**src/rtl/trm_pkg.sv**
```systemverilog
`default_nettype none

package trm_pkg;

    localparam int LEN_W  = 12;
    localparam int COL_W  = 12;
    localparam int CHAR_W = 8;
    localparam int KIND_W = 4;
    localparam int RCOL_W = 13;
    localparam int CIDX_W = 3;
    localparam int CFG_W  = 13;

    // rule kinds
    localparam logic [KIND_W-1:0] RK_CHAR     = 4'd0;
    localparam logic [KIND_W-1:0] RK_TWO      = 4'd1;
    localparam logic [KIND_W-1:0] RK_IDENT    = 4'd2;
    localparam logic [KIND_W-1:0] RK_SPACES   = 4'd3;
    localparam logic [KIND_W-1:0] RK_FLOAT    = 4'd4;
    localparam logic [KIND_W-1:0] RK_INT      = 4'd5;
    localparam logic [KIND_W-1:0] RK_CCHAR    = 4'd6;
    localparam logic [KIND_W-1:0] RK_HEX      = 4'd7;
    localparam logic [KIND_W-1:0] RK_OCT      = 4'd8;
    localparam logic [KIND_W-1:0] RK_ESCAPE   = 4'd9;
    localparam logic [KIND_W-1:0] RK_RANGE    = 4'd10;
    localparam logic [KIND_W-1:0] RK_LINECONT = 4'd11;

    // register indexes
    localparam logic [CIDX_W-1:0] REG_RULE_KIND  = 3'd0;
    localparam logic [CIDX_W-1:0] REG_CHAR_ONE   = 3'd1;
    localparam logic [CIDX_W-1:0] REG_CHAR_TWO   = 3'd2;
    localparam logic [CIDX_W-1:0] REG_FIRST_NS   = 3'd3;
    localparam logic [CIDX_W-1:0] REG_REQ_COLUMN = 3'd4;

    localparam logic [CHAR_W-1:0] CH_DOT    = 8'h2E;
    localparam logic [CHAR_W-1:0] CH_E_LO   = 8'h65;
    localparam logic [CHAR_W-1:0] CH_E_UP   = 8'h45;
    localparam logic [CHAR_W-1:0] CH_X_LO   = 8'h78;
    localparam logic [CHAR_W-1:0] CH_X_UP   = 8'h58;
    localparam logic [CHAR_W-1:0] CH_ZERO   = 8'h30;
    localparam logic [CHAR_W-1:0] CH_UNDER  = 8'h5F;
    localparam logic [CHAR_W-1:0] CH_QUOTE  = 8'h27;
    localparam logic [CHAR_W-1:0] CH_BSLASH = 8'h5C;
    localparam logic [CHAR_W-1:0] CH_PLUS   = 8'h2B;
    localparam logic [CHAR_W-1:0] CH_MINUS  = 8'h2D;

    function automatic logic is_digit(input logic [CHAR_W-1:0] c);
        return (c >= 8'h30) && (c <= 8'h39);
    endfunction

    function automatic logic is_octal(input logic [CHAR_W-1:0] c);
        return (c >= 8'h30) && (c <= 8'h37);
    endfunction

    function automatic logic is_letter(input logic [CHAR_W-1:0] c);
        return ((c >= 8'h41) && (c <= 8'h5A)) || ((c >= 8'h61) && (c <= 8'h7A));
    endfunction

    function automatic logic is_space(input logic [CHAR_W-1:0] c);
        return (c == 8'h20) || ((c >= 8'h09) && (c <= 8'h0D));
    endfunction

    function automatic logic is_hex(input logic [CHAR_W-1:0] c);
        return is_digit(c) || ((c >= 8'h61) && (c <= 8'h66)) || ((c >= 8'h41) && (c <= 8'h46));
    endfunction

    function automatic logic is_ident(input logic [CHAR_W-1:0] c);
        return is_letter(c) || is_digit(c) || (c == CH_UNDER);
    endfunction

    // escape letters: a b e f n r t v " ' ? backslash
    function automatic logic is_control(input logic [CHAR_W-1:0] c);
        return (c == 8'h61) || (c == 8'h62) || (c == 8'h65) || (c == 8'h66) ||
               (c == 8'h6E) || (c == 8'h72) || (c == 8'h74) || (c == 8'h76) ||
               (c == 8'h22) || (c == CH_QUOTE) || (c == 8'h3F) || (c == CH_BSLASH);
    endfunction

endpackage

`default_nettype wire

```
**src/rtl/trm_if.sv**
```systemverilog
`default_nettype none

interface trm_text_if
    import trm_pkg::*;
();
    logic              valid;
    logic              ready;
    logic [CHAR_W-1:0] char_code;
    logic              starts_match;
    logic              ends_text;
    logic [COL_W-1:0]  start_column;
    logic              line_starts_with_space;

    modport source (output valid, char_code, starts_match, ends_text, start_column,
                    line_starts_with_space, input ready);
    modport sink   (input valid, char_code, starts_match, ends_text, start_column,
                    line_starts_with_space, output ready);
endinterface

interface trm_result_if
    import trm_pkg::*;
();
    logic             valid;
    logic             ready;
    logic [LEN_W-1:0] match_length;
    logic             matched;

    modport source (output valid, match_length, matched, input ready);
    modport sink   (input valid, match_length, matched, output ready);
endinterface

`default_nettype wire

```
**src/rtl/token_rule_matcher_core.sv**
```systemverilog
// channel     dir  payload
// text        in   char_code, starts_match, ends_text, start_column, line_starts_with_space
// result      out  match_length, matched
// cfg_*       in   write port: cfg_wr_en, cfg_index, cfg_wr_data
//
// One character per cycle; the result register is loaded in the cycle the
// deciding character is accepted and shows it the next cycle.
// text.ready is low only while a result is held and result.ready is low.
// Reset: idle and waiting for a start; rule_kind 0, required_column -1.
// Lengths saturate at min(MAX_MATCH_LEN, 4095).
`default_nettype none

module token_rule_matcher_core
    import trm_pkg::*;
#(
    parameter int MAX_MATCH_LEN = 4095
) (
    input  wire logic              clk,
    input  wire logic              rst_n,
    trm_text_if.sink               text,
    trm_result_if.source           result,
    input  wire logic              cfg_wr_en,
    input  wire logic [CIDX_W-1:0] cfg_index,
    input  wire logic [CFG_W-1:0]  cfg_wr_data
);

    localparam int LEN_CAP = (MAX_MATCH_LEN < 4095) ? MAX_MATCH_LEN : 4095;
    localparam logic [LEN_W-1:0] LEN_CAP_V = LEN_W'(LEN_CAP);

    typedef enum logic [4:0] {
        PH_IDLE, PH_TWO, PH_IDENT, PH_SPACE, PH_FL_INT, PH_FL_FRAC, PH_FL_E,
        PH_FL_SIGN, PH_FL_EXP, PH_INT, PH_CC_OPEN, PH_CC_ESC, PH_CC_HEX,
        PH_CC_OCT, PH_CC_CLOSE, PH_HX_X, PH_HX_D, PH_HX_RUN, PH_OC_D,
        PH_OC_RUN, PH_SE_ESC, PH_SE_HEX, PH_SE_OCT, PH_RANGE
    } phase_t;

    logic [KIND_W-1:0] rule_kind_reg;
    logic [CHAR_W-1:0] char_one_reg;
    logic [CHAR_W-1:0] char_two_reg;
    logic              first_ns_reg;
    logic [RCOL_W-1:0] req_col_reg;

    phase_t            phase_reg, phase_next;
    logic [LEN_W-1:0]  scanned_reg, scanned_next;
    logic [LEN_W-1:0]  acc_reg, acc_next;
    logic [1:0]        digit_reg, digit_next;
    logic              decided_reg, decided_next;

    logic              out_valid_reg;
    logic [LEN_W-1:0]  out_len_reg;
    logic              out_matched_reg;

    logic              in_acc;
    logic              emit;
    logic              cont;
    logic [LEN_W-1:0]  len;
    logic [LEN_W-1:0]  prev_len;
    logic [LEN_W-1:0]  now_len;
    logic [1:0]        dig_inc;
    logic [CHAR_W-1:0] c;
    logic              gate_fail;

    assign in_acc      = text.valid && text.ready;
    assign text.ready  = !out_valid_reg || result.ready;
    assign c           = text.char_code;
    assign prev_len    = scanned_reg;
    assign now_len     = (scanned_reg < LEN_CAP_V) ? scanned_reg + 1'b1 : scanned_reg;
    assign dig_inc     = digit_reg + 2'd1;
    assign gate_fail   = (first_ns_reg && ((text.start_column != '0) ||
                                           text.line_starts_with_space)) ||
                         (!req_col_reg[RCOL_W-1] &&
                          (text.start_column != req_col_reg[COL_W-1:0]));

    always_comb
    begin
        phase_next   = phase_reg;
        scanned_next = scanned_reg;
        acc_next     = acc_reg;
        digit_next   = digit_reg;
        decided_next = decided_reg;
        emit         = 1'b0;
        cont         = 1'b0;
        len          = '0;

        if (text.starts_match)
        begin
            phase_next   = PH_IDLE;
            scanned_next = LEN_W'(1);
            acc_next     = '0;
            digit_next   = '0;
            decided_next = 1'b0;
            if (gate_fail)
            begin
                emit = 1'b1;
            end
            else
            begin
                unique case (rule_kind_reg)
                    RK_CHAR:
                    begin
                        emit = 1'b1;
                        len  = (c == char_one_reg) ? LEN_W'(1) : '0;
                    end
                    RK_TWO:
                    begin
                        if (c == char_one_reg) begin cont = 1'b1; phase_next = PH_TWO; end
                        else emit = 1'b1;
                    end
                    RK_IDENT:
                    begin
                        if (is_letter(c) || c == CH_UNDER)
                        begin
                            cont = 1'b1; phase_next = PH_IDENT;
                        end
                        else emit = 1'b1;
                    end
                    RK_SPACES:
                    begin
                        if (is_space(c)) begin cont = 1'b1; phase_next = PH_SPACE; end
                        else emit = 1'b1;
                    end
                    RK_FLOAT:
                    begin
                        if (is_digit(c)) begin cont = 1'b1; phase_next = PH_FL_INT; end
                        else if (c == CH_DOT) begin cont = 1'b1; phase_next = PH_FL_FRAC; end
                        else emit = 1'b1;
                    end
                    RK_INT:
                    begin
                        if (is_digit(c)) begin cont = 1'b1; phase_next = PH_INT; end
                        else emit = 1'b1;
                    end
                    RK_CCHAR:
                    begin
                        if (c == CH_QUOTE) begin cont = 1'b1; phase_next = PH_CC_OPEN; end
                        else emit = 1'b1;
                    end
                    RK_HEX:
                    begin
                        if (c == CH_ZERO) begin cont = 1'b1; phase_next = PH_HX_X; end
                        else emit = 1'b1;
                    end
                    RK_OCT:
                    begin
                        if (c == CH_ZERO) begin cont = 1'b1; phase_next = PH_OC_D; end
                        else emit = 1'b1;
                    end
                    RK_ESCAPE:
                    begin
                        if (c == CH_BSLASH) begin cont = 1'b1; phase_next = PH_SE_ESC; end
                        else emit = 1'b1;
                    end
                    RK_RANGE:
                    begin
                        if (c == char_one_reg) begin cont = 1'b1; phase_next = PH_RANGE; end
                        else emit = 1'b1;
                    end
                    RK_LINECONT:
                    begin
                        emit = 1'b1;
                        len  = (c == char_one_reg && text.ends_text) ? LEN_W'(1) : '0;
                    end
                    default: emit = 1'b1;
                endcase
            end
        end
        else if (!decided_reg)
        begin
            scanned_next = now_len;
            unique case (phase_reg)
                PH_TWO:
                begin
                    emit = 1'b1;
                    len  = (c == char_two_reg) ? now_len : '0;
                end
                PH_IDENT:
                begin
                    if (is_ident(c)) cont = 1'b1;
                    else begin emit = 1'b1; len = prev_len; end
                end
                PH_SPACE:
                begin
                    if (is_space(c)) cont = 1'b1;
                    else begin emit = 1'b1; len = prev_len; end
                end
                PH_FL_INT:
                begin
                    if (is_digit(c)) cont = 1'b1;
                    else if (c == CH_DOT) begin cont = 1'b1; phase_next = PH_FL_FRAC; end
                    else emit = 1'b1;
                end
                PH_FL_FRAC:
                begin
                    if (is_digit(c)) cont = 1'b1;
                    else if (prev_len == LEN_W'(1)) emit = 1'b1;
                    else if (c == CH_E_LO || c == CH_E_UP)
                    begin
                        cont = 1'b1; acc_next = prev_len; phase_next = PH_FL_E;
                    end
                    else begin emit = 1'b1; len = prev_len; end
                end
                PH_FL_E:
                begin
                    if (c == CH_PLUS || c == CH_MINUS) begin cont = 1'b1; phase_next = PH_FL_SIGN; end
                    else if (is_digit(c)) begin cont = 1'b1; phase_next = PH_FL_EXP; end
                    else begin emit = 1'b1; len = acc_reg; end
                end
                PH_FL_SIGN:
                begin
                    if (is_digit(c)) begin cont = 1'b1; phase_next = PH_FL_EXP; end
                    else begin emit = 1'b1; len = acc_reg; end
                end
                PH_FL_EXP, PH_INT:
                begin
                    if (is_digit(c)) cont = 1'b1;
                    else begin emit = 1'b1; len = prev_len; end
                end
                PH_CC_OPEN:
                begin
                    if (c == CH_QUOTE) emit = 1'b1;
                    else if (c == CH_BSLASH) begin cont = 1'b1; phase_next = PH_CC_ESC; end
                    else begin cont = 1'b1; phase_next = PH_CC_CLOSE; end
                end
                PH_CC_ESC:
                begin
                    if (is_control(c)) begin cont = 1'b1; phase_next = PH_CC_CLOSE; end
                    else if (c == CH_X_LO)
                    begin
                        cont = 1'b1; digit_next = 2'd0; phase_next = PH_CC_HEX;
                    end
                    else if (is_octal(c))
                    begin
                        cont = 1'b1; digit_next = 2'd1; phase_next = PH_CC_OCT;
                    end
                    else emit = 1'b1;
                end
                PH_CC_HEX:
                begin
                    if (is_hex(c))
                    begin
                        cont = 1'b1;
                        digit_next = dig_inc;
                        if (dig_inc == 2'd2) phase_next = PH_CC_CLOSE;
                    end
                    else
                    begin
                        emit = 1'b1;
                        len  = (digit_reg != 2'd0 && c == CH_QUOTE) ? now_len : '0;
                    end
                end
                PH_CC_OCT:
                begin
                    if (is_octal(c))
                    begin
                        cont = 1'b1;
                        digit_next = dig_inc;
                        if (dig_inc == 2'd3) phase_next = PH_CC_CLOSE;
                    end
                    else
                    begin
                        emit = 1'b1;
                        len  = (c == CH_QUOTE) ? now_len : '0;
                    end
                end
                PH_CC_CLOSE:
                begin
                    emit = 1'b1;
                    len  = (c == CH_QUOTE) ? now_len : '0;
                end
                PH_HX_X:
                begin
                    if (c == CH_X_LO || c == CH_X_UP) begin cont = 1'b1; phase_next = PH_HX_D; end
                    else emit = 1'b1;
                end
                PH_HX_D:
                begin
                    if (is_hex(c)) begin cont = 1'b1; phase_next = PH_HX_RUN; end
                    else emit = 1'b1;
                end
                PH_HX_RUN:
                begin
                    if (is_hex(c)) cont = 1'b1;
                    else begin emit = 1'b1; len = prev_len; end
                end
                PH_OC_D:
                begin
                    if (is_octal(c)) begin cont = 1'b1; phase_next = PH_OC_RUN; end
                    else emit = 1'b1;
                end
                PH_OC_RUN:
                begin
                    if (is_octal(c)) cont = 1'b1;
                    else begin emit = 1'b1; len = prev_len; end
                end
                PH_SE_ESC:
                begin
                    if (is_control(c)) begin emit = 1'b1; len = now_len; end
                    else if (c == CH_X_LO)
                    begin
                        cont = 1'b1; digit_next = 2'd0; phase_next = PH_SE_HEX;
                    end
                    else if (is_octal(c))
                    begin
                        cont = 1'b1; digit_next = 2'd1; phase_next = PH_SE_OCT;
                    end
                    else emit = 1'b1;
                end
                PH_SE_HEX:
                begin
                    if (is_hex(c))
                    begin
                        digit_next = dig_inc;
                        if (dig_inc == 2'd2) begin emit = 1'b1; len = now_len; end
                        else cont = 1'b1;
                    end
                    else
                    begin
                        emit = 1'b1;
                        len  = (digit_reg == 2'd0) ? '0 : prev_len;
                    end
                end
                PH_SE_OCT:
                begin
                    if (is_octal(c))
                    begin
                        digit_next = dig_inc;
                        if (dig_inc == 2'd3) begin emit = 1'b1; len = now_len; end
                        else cont = 1'b1;
                    end
                    else begin emit = 1'b1; len = prev_len; end
                end
                PH_RANGE:
                begin
                    if (c == char_two_reg) begin emit = 1'b1; len = now_len; end
                    else cont = 1'b1;
                end
                default: emit = 1'b1;
            endcase
        end

        // attempt cut short by end of text
        if (cont && text.ends_text)
        begin
            emit = 1'b1;
            case (phase_next)
                PH_IDENT, PH_SPACE, PH_INT, PH_FL_EXP, PH_HX_RUN, PH_OC_RUN, PH_SE_OCT:
                    len = scanned_next;
                PH_FL_FRAC: len = (scanned_next == LEN_W'(1)) ? '0 : scanned_next;
                PH_FL_E, PH_FL_SIGN: len = acc_next;
                PH_SE_HEX: len = (digit_next == 2'd0) ? '0 : scanned_next;
                default: len = '0;
            endcase
        end

        if (emit)
        begin
            phase_next   = PH_IDLE;
            decided_next = 1'b1;
        end
    end

    always_ff @(posedge clk or negedge rst_n)
    begin
        if (!rst_n)
        begin
            rule_kind_reg <= RK_CHAR;
            char_one_reg  <= '0;
            char_two_reg  <= '0;
            first_ns_reg  <= 1'b0;
            req_col_reg   <= '1;
        end
        else if (cfg_wr_en)
        begin
            unique case (cfg_index)
                REG_RULE_KIND:  rule_kind_reg <= cfg_wr_data[KIND_W-1:0];
                REG_CHAR_ONE:   char_one_reg  <= cfg_wr_data[CHAR_W-1:0];
                REG_CHAR_TWO:   char_two_reg  <= cfg_wr_data[CHAR_W-1:0];
                REG_FIRST_NS:   first_ns_reg  <= cfg_wr_data[0];
                REG_REQ_COLUMN: req_col_reg   <= cfg_wr_data[RCOL_W-1:0];
                default: ;
            endcase
        end
    end

    always_ff @(posedge clk or negedge rst_n)
    begin
        if (!rst_n)
        begin
            phase_reg   <= PH_IDLE;
            scanned_reg <= '0;
            acc_reg     <= '0;
            digit_reg   <= '0;
            decided_reg <= 1'b1;
        end
        else if (in_acc)
        begin
            phase_reg   <= phase_next;
            scanned_reg <= scanned_next;
            acc_reg     <= acc_next;
            digit_reg   <= digit_next;
            decided_reg <= decided_next;
        end
    end

    always_ff @(posedge clk or negedge rst_n)
    begin
        if (!rst_n)
        begin
            out_valid_reg <= 1'b0;
        end
        else if (in_acc && emit)
        begin
            out_valid_reg <= 1'b1;
        end
        else if (result.ready)
        begin
            out_valid_reg <= 1'b0;
        end
    end

    always_ff @(posedge clk)
    begin
        if (in_acc && emit)
        begin
            out_len_reg     <= len;
            out_matched_reg <= (len != '0);
        end
    end

    assign result.valid        = out_valid_reg;
    assign result.match_length = out_len_reg;
    assign result.matched      = out_matched_reg;

    a_matched_len: assert property (@(posedge clk) disable iff (!rst_n)
        out_valid_reg |-> (out_matched_reg == (out_len_reg != '0)))
        else $error("matched flag disagrees with length");

    a_len_cap: assert property (@(posedge clk) disable iff (!rst_n)
        out_valid_reg |-> (out_len_reg <= LEN_CAP_V))
        else $error("length above cap");

    a_decided_idle: assert property (@(posedge clk) disable iff (!rst_n)
        decided_reg |-> (phase_reg == PH_IDLE))
        else $error("decided with active phase");

    a_scan_cap: assert property (@(posedge clk) disable iff (!rst_n)
        scanned_reg <= LEN_CAP_V)
        else $error("scan count above cap");

    a_start_outcome: assert property (@(posedge clk) disable iff (!rst_n)
        (in_acc && text.starts_match) |=> (!decided_reg || out_valid_reg))
        else $error("start item neither pending nor reported");

endmodule

`default_nettype wire
```
**src/flat_wrapper.sv**
```systemverilog
// flat-port wrapper written by rule: the top's interface ports become plain ports
module token_rule_matcher_core_flat import trm_pkg::*;
#(
    parameter int MAX_MATCH_LEN = 4095
)
  (clk, rst_n, cfg_wr_en, cfg_index, cfg_wr_data, text_valid, text_char_code, text_starts_match, text_ends_text, text_start_column, text_line_starts_with_space, text_ready, result_valid, result_match_length, result_matched, result_ready);
  trm_text_if text_i ();
  trm_result_if result_i ();
  input  wire logic clk;
  input  wire logic rst_n;
  input  wire logic cfg_wr_en;
  input  wire logic [CIDX_W-1:0] cfg_index;
  input  wire logic [CFG_W-1:0] cfg_wr_data;
  input wire logic [$bits(text_i.valid)-1:0] text_valid;
  input wire logic [$bits(text_i.char_code)-1:0] text_char_code;
  input wire logic [$bits(text_i.starts_match)-1:0] text_starts_match;
  input wire logic [$bits(text_i.ends_text)-1:0] text_ends_text;
  input wire logic [$bits(text_i.start_column)-1:0] text_start_column;
  input wire logic [$bits(text_i.line_starts_with_space)-1:0] text_line_starts_with_space;
  output wire logic [$bits(text_i.ready)-1:0] text_ready;
  output wire logic [$bits(result_i.valid)-1:0] result_valid;
  output wire logic [$bits(result_i.match_length)-1:0] result_match_length;
  output wire logic [$bits(result_i.matched)-1:0] result_matched;
  input wire logic [$bits(result_i.ready)-1:0] result_ready;
  assign text_i.valid = text_valid;
  assign text_i.char_code = text_char_code;
  assign text_i.starts_match = text_starts_match;
  assign text_i.ends_text = text_ends_text;
  assign text_i.start_column = text_start_column;
  assign text_i.line_starts_with_space = text_line_starts_with_space;
  assign text_ready = text_i.ready;
  assign result_valid = result_i.valid;
  assign result_match_length = result_i.match_length;
  assign result_matched = result_i.matched;
  assign result_i.ready = result_ready;
  token_rule_matcher_core #(.MAX_MATCH_LEN(MAX_MATCH_LEN)) u_core (.clk(clk), .rst_n(rst_n), .text(text_i), .result(result_i), .cfg_wr_en(cfg_wr_en), .cfg_index(cfg_index), .cfg_wr_data(cfg_wr_data));
endmodule
```
**config.mk**
```make
export PLATFORM = sky130hd
export DESIGN_NAME = token_rule_matcher_core_flat
export DESIGN_NICKNAME = d
export VERILOG_FILES = /design/src/rtl/trm_pkg.sv /design/src/rtl/trm_if.sv /design/src/rtl/token_rule_matcher_core.sv /design/src/flat_wrapper.sv
export SDC_FILE = /design/constraint.sdc
export NUM_CORES = 1
export LEC_CHECK = 0
export CAP_MARGIN = 20
export CORE_MARGIN = 4
export CORE_UTILIZATION = 40
export CTS_CLUSTER_DIAMETER = 100
export DETAILED_ROUTE_END_ITERATION = 8
export DONT_BUFFER_PORTS = 1
export PLACE_DENSITY_LB_ADDON = 0.25
export SLEW_MARGIN = 40
export SYNTH_ARGS = -nofsm -noshare
export SYNTH_HDL_FRONTEND = slang
export SYNTH_SLANG_ARGS = --single-unit
```
**constraint.sdc**
```tcl
create_clock -name clk -period 4.2 [get_ports clk]
set_clock_uncertainty 0.2 [all_clocks]
set_input_delay 0.42 -clock clk [delete_from_list [all_inputs] [get_ports clk]]
set_output_delay 0.42 -clock clk [all_outputs]
set_load 0.01 [all_outputs]
```
-- Yosys cells after proc, flatten, opt, wreduce, memory -nomap -nowiden
Cells that the tools add are included.
Widths: inputs -> output; s select.
- add/subtract/negate cells: 2
- magnitude comparators: 12
- equal/unequal tests: 77
- muxes and demuxes: 153
- reductions and logical operators: 67
- operators with widths (cell ; number):
    $mux 12 ; 36
    $pmux 12 s15 ; 1
    $mux 5 ; 29
    $eq 8x7->1 const B ; 13
    $eq 8x6->1 const B ; 8
    $mux 1 ; 64
    $eq 5x5->1 const B ; 12
    $pmux 5 s12 ; 1
    $eq 5x4->1 const B ; 10
    $pmux 5 s10 ; 1
    $pmux 12 s4 ; 1
    $eq 5x3->1 const B ; 7
    $le 8x7->1 const B ; 4
    $pmux 1 s15 ; 2
    $eq 12x1->1 const B ; 2
    $logic_or 1x1->1 ; 24
    $pmux 12 s2 ; 1
    $reduce_bool 12->1 ; 2
    $eq 5x2->1 const B ; 4
    $mux 2 ; 9
    $eq 4x3->1 const B ; 4
    $eq 4x4->1 const B ; 4
    $eq 8x8->1 ; 2
    $ge 8x7->1 const B ; 2
    other kinds (29) ; 68
- register bits: 80
- bits of input ports: 44
- logic and storage cells: 324

-- Depth between registers and ports, before layout
- depth in word-level cells: 21
- mapped depth: 16
- mapped depth without buffers: 14

-- Worst setup path before layout
OpenSTA, ideal clock, no wires.
- kind: input to register
- start point: in text_char_code[3]
- end point: reg u_core.out_matched_reg, in the netlist u_core.result.matched, data pin
- setup time: 0.271 ns
- arrival: 3.535 ns
- data required time: 3.729 ns
- slack: 0.195 ns
- stages: 13
- path buffers: 1
- cells stage by stage: buf_6 -> or4b_4 -> or3b_1 -> o211ai_4 -> mux2_1 -> and3_1 -> nor4b_2 -> nor3b_1 -> or3_4 -> a221oi_1 -> o211ai_1 -> nor4_2 -> nand4_1
- word-level cells in the longest chain between the ends: 21
- elaborated cells on any way between the ends: 187
- RTL lines (item ; RTL line ; RTL):
    from (decl) ; flat_wrapper.sv:15 ; input wire logic [$bits(text_i.char_code)-1:0] text_char_code;
    $eq 8x7->1 ; trm_pkg.sv:72 ; return (c == 8'h61) || (c == 8'h62) || (c == 8'h65) || (c == 8'h66) ||
    $logic_or 1x1->1 (4 in series) ; trm_pkg.sv:72 ;
    $logic_or 1x1->1 (4 in series) ; trm_pkg.sv:73 ; (c == 8'h6E) || (c == 8'h72) || (c == 8'h74) || (c == 8'h76) ||
    $logic_or 1x1->1 (3 in series) ; trm_pkg.sv:74 ; (c == 8'h22) || (c == CH_QUOTE) || (c == 8'h3F) || (c == CH_BSLASH);
    $mux 5 (tied with other cells) ; token_rule_matcher_core.sv:297 ; if (is_control(c)) begin emit = 1'b1; len = now_len; end
    $pmux 5 s12 or $pmux 2 s3 (tied branches) ; token_rule_matcher_core.sv:170 ; unique case (phase_reg)
    $mux 5 or $mux 2 (tied branches) ; token_rule_matcher_core.sv:167 ; else if (!decided_reg)
    $mux 5 or $mux 2 (tied branches) ; token_rule_matcher_core.sv:85 ; if (text.starts_match)
    $eq 5x2->1 (tied with other cells) ; token_rule_matcher_core.sv:345 ; case (phase_next)
    $reduce_or 7->1 (tied with other cells) ; token_rule_matcher_core.sv:345 ;
    $pmux 12 s4 ; token_rule_matcher_core.sv:345 ;
    $mux 12 * ; token_rule_matcher_core.sv:342 ; if (cont && text.ends_text)
    $reduce_bool 12->1 * ; token_rule_matcher_core.sv:426 ; out_matched_reg <= (len != '0);
    to (signal assigned) ; token_rule_matcher_core.sv:426 ;
    to (decl) ; token_rule_matcher_core.sv:51 ; logic out_matched_reg;
Mark *: on every way between the ends. The rest lies on a longest branch, timed or not.
A chain may end at the register's enable or synchronous reset.

-- Final worst setup path
- start point: reg u_core.phase_reg[0]
- end point: reg u_core.out_len_reg[2], in the netlist u_core.result.match_length[2], data pin
- word-level cells in the longest chain between the ends: 10
- elaborated cells on any way between the ends: 85
- RTL lines (item ; RTL line ; RTL):
    from (decl) ; token_rule_matcher_core.sv:43 ; phase_t phase_reg, phase_next;
    from (signal assigned) ; token_rule_matcher_core.sv:397 ; phase_reg <= phase_next;
    $mux 5, on equally long branches ; token_rule_matcher_core.sv:302, token_rule_matcher_core.sv:196, token_rule_matcher_core.sv:231 ;
    $mux 5, on equally long branches ; token_rule_matcher_core.sv:298, token_rule_matcher_core.sv:195, token_rule_matcher_core.sv:227 ;
    $mux 5, on equally long branches ; token_rule_matcher_core.sv:297, token_rule_matcher_core.sv:194, token_rule_matcher_core.sv:226 ;
    $pmux 5 s12 ; token_rule_matcher_core.sv:170 ;
    $mux 5 ; token_rule_matcher_core.sv:167 ;
    $mux 5 ; token_rule_matcher_core.sv:85 ;
    $eq 5x2->1 (tied with other cells) ; token_rule_matcher_core.sv:345 ;
    $reduce_or 7->1 or $reduce_or 2->1 (tied branches) ; token_rule_matcher_core.sv:345 ;
    $pmux 12 s4 ; token_rule_matcher_core.sv:345 ;
    $mux 12 * ; token_rule_matcher_core.sv:342 ;
    net u_core.len[2] ; token_rule_matcher_core.sv:56 ; logic [LEN_W-1:0] len;
    to (signal assigned) ; token_rule_matcher_core.sv:425 ; out_len_reg <= len;
    to (decl) ; token_rule_matcher_core.sv:50 ; logic [LEN_W-1:0] out_len_reg;
The timed path passes the listed nets; every way through them passes the cells marked *.

==> flow_summary.json <==
{
  "cts_tree": "built",
  "synth_area_leaders": "dfrtp_1, mux2_2, edfxtp_1",
  "worst_setup_path_end_kind": "register",
  "vdd.ir_drop.worst_mv": 0.267,
  "clockBufferDepth": 2,
  "drtIter0Drc": 759,
  "synth_edf_count": 13,
  "finalCritPeriodShare_pct": 94.7,
  "syn_avg_cell_area_um2": 8.29,
  "comb_power_share_pct": 19.6,
  "crit_fanout": 13,
  "clk_pin_slew_ns": 0.07,
  "vias": 7180,
  "grt_max_degree": 68,
  "area_delta_synth_final_pct": 15.7,
  "diodes": 0,
  "yosys_most_used_dff": "dfrtp_1",
  "yosysTopAreaCellShare_pct": 18.7,
  "synth_area_um2": 7080,
  "drive_gt1_share_pct": 22.2,
  "pwr-share-seq_pct": 43.7,
  "clkLatencyLatePin_ns": 0.36,
  "pwr-share-clk_pct": 36.8,
  "clock_sinks": 80,
  "p_total_w": 0.00232,
  "grt.total_usage_pct": 24.6,
  "path_class": "reg -> reg",
  "cts_root_buffer": "clkbuf_16",
  "yosysTopAreaCell": "dfrtp_1",
  "start_kind": "register",
  "h-tree-depth": 3,
  "start_util_pct": 40.8,
  "seqCellArea_um2": 2090,
  "status": "finished clean",
  "port_buffers": 0,
  "grt_pass1_wl_um": 38500,
  "row_count": 48,
  "die-area_um2": 19900,
  "rsz0062_at_grt": "no",
  "maxSlewHeadroom_pct": 47.9,
  "setup_viol": 0,
  "drt_wl_total_um": 24900,
  "ys_seq_elements": 80,
  "multi_input_area_um2": 4710,
  "post-route-util_pct": 47.2,
  "coreArea_um2": 17400,
  "max_freq_mhz": 251,
  "synth.distinct_cells": 94,
  "wl_per_cell_um": 22.3,
  "tns_ns": 0,
  "boundaryPins": 59,
  "ys_async_sr_fraction_pct": 83.8,
  "period_minus_slack_ns": 3.98,
  "nets": 938,
  "drt_pass1_iterations": 6,
  "grt_antenna_before_repair": 0,
  "fill_cells": 1674,
  "synth_top_family_by_area": "simple AND/OR/NAND/NOR gates",
  "maxCapViolCount": 0,
  "critPathArrivalTime_ns": 3.95,
  "hold-worst-slack_ns": 0.0111,
  "numCtsBuffers": 9,
  "p_int_w": 0.00160,
  "synth-seq-area-share_pct": 29.4,
  "largest_reg_flops": 13,
  "hp-class": "in -> reg",
  "synth_mux_area_share_pct": 6.99,
  "synth_fa_ha_area_share_pct": 1.06,
  "synth-xor-area-share_pct": 4.57,
  "p_sw_w": 0.000722,
  "timing.final.max_slew_violations": 0,
  "ys_warn_count": 0,
  "dp_hpwl_um": 18700,
  "power-per-cell-area_nw_per_um2": 284,
  "synth_compound_area_share_pct": 25.9,
  "via_per_inst": 6.42,
  "power.switching_fraction_pct": 31.1,
  "grt_pass1_vias": 6700,
  "gp_congestion": 0.996,
  "final_hold_viol_count": 0,
  "synth_nets": 905,
  "grt-ovfl-total": 0,
  "die_y_um": 141,
  "die_w_um": 141,
  "synthSimpleGateAreaFrac_pct": 26.9,
  "worst_pin_slew_ns": 0.780,
  "synth_cells": 855,
  "postRouteAntennaNets": 0,
  "drc": 0,
  "worstPathRequired_ns": 4.17,
  "power_leakage_nw": 2.98
}
-- final cells by class --
type | instances | share of cell area [%]
multi-input combinational | 684 | 57.5
sequential | 80 | 25.5
timing repair buffer | 87 | 8.43
tap | 225 | 3.43
clock buffer | 11 | 3.36
inverter | 26 | 1.19
clock inverter | 5 | 0.580
-- synth_stat cells, types with 13 or more instances --
cell and instances:
nand2_1 88, dfrtp_1 53, nor2_1 52, a21oi_1 49, o21ai_0 48, clkbuf_1 45
mux2_2 35, nor3_1 30, inv_1 26, xnor2_1 22, nand4_1 21, nand3_1 19
nor4_1 17, buf_2 15, xor2_1 15, dfstp_2 14, nand2b_1 14, edfxtp_1 13
o31ai_1 13
-- final timing paths --
check | startpoint | slack, ns | cells after the start | end
setup / recovery | u_core.phase_reg[0] | 0.22 | 11 | u_core.result.match_length[2]
hold / removal | cfg_wr_data[10] | 0.01 | 1 | u_core.req_col_reg[10]
setup reg to reg | u_core.phase_reg[0] | 0.22 | 11 | u_core.result.match_length[2]
hold reg to reg | u_core.first_ns_reg | 0.33 | 1 | u_core.first_ns_reg
max in group asynchronous | rst_n | 3.05 | 2 | u_core.decided_reg
min in group asynchronous | rst_n | 0.44 | 2 | u_core.rule_kind_reg[2]
-- metal layers --
| layer | vias up | GRT usage (%) | wire length [µm] | share of wire, % |
|---|---|---|---|---|
| met1 | 3440 | 34.7 | 11300 | 45 |
| met5 | - | 0 | 0 | 0 |
| met4 | 0 | 9.13 | 746 | 3.0 |
| li1 | 3332 | - | - | - |
| met2 | 348 | 37.0 | 10800 | 43 |
| met3 | 60 | 5.36 | 2070 | 8.3 |
-- critical path, cell delays in order, from the launching register on --
cell	delay, ns
dfrtp_1	0.54
or3b_2	0.57
or3_1	0.35
nor2_1	0.11
nor3_1	0.08
a311oi_2	0.46
o21ai_1	0.18
a21o_1	0.24
a21oi_2	0.32
a21oi_4	0.09
or3_1	0.44
o221ai_1	0.22
-- power by group through the flow --
stage | Combinational [W] | Clock, W | Sequential, W
after floorplan | 0.000362 | 0 | 0.000971
after global placement | 0.000418 | 0 | 0.00103
after detailed placement | 0.000421 | 0 | 0.00103
after CTS | 0.000443 | 0.000870 | 0.00101
after global routing | 0.000504 | 0.000897 | 0.00103
final | 0.000455 | 0.000854 | 0.00101
-- per-stage QoR --
stage | setup slack, ns | instances | cell area (µm²)
final | 0.222 | 1118 | 8200
after global routing | 0.00671 | 1118 | 8200
after CTS | 0.0821 | 1116 | 8110
after detailed placement | 0.0201 | 1097 | 7730
after global placement | 0.111 | 1097 | 7730
after floorplan | 0.195 | 855 | 7080
-- layout by cell type (no fill, tap or decap), drive strengths merged, types with 21 or more instances in the layout --
master,Yosys,routed
nor3,31,31
a21oi,51,51
nor2,52,52
o21ai,50,50
xnor2,22,22
nand4,21,21
inv,26,30
mux2,36,36
nand2,89,89
dfrtp,53,53
buf,20,85
-- what timing repair did --
item                                    4_1_cts  5_1_grt
hold buffers                                  3        0
resized for setup                             0       23
setup buffers                                 0        2
endpoints found under the hold margin        72        0
endpoints found under the setup margin        0        5
-- cells by family after synthesis --
kind of cell | Yosys count
fa+ha+maj | 6
flops | 80
buf+inv | 91
xor+xnor | 37
simple gates | 342
compound gates | 254
mux | 45
No activity file was read; power rests on OpenSTA's default activity.
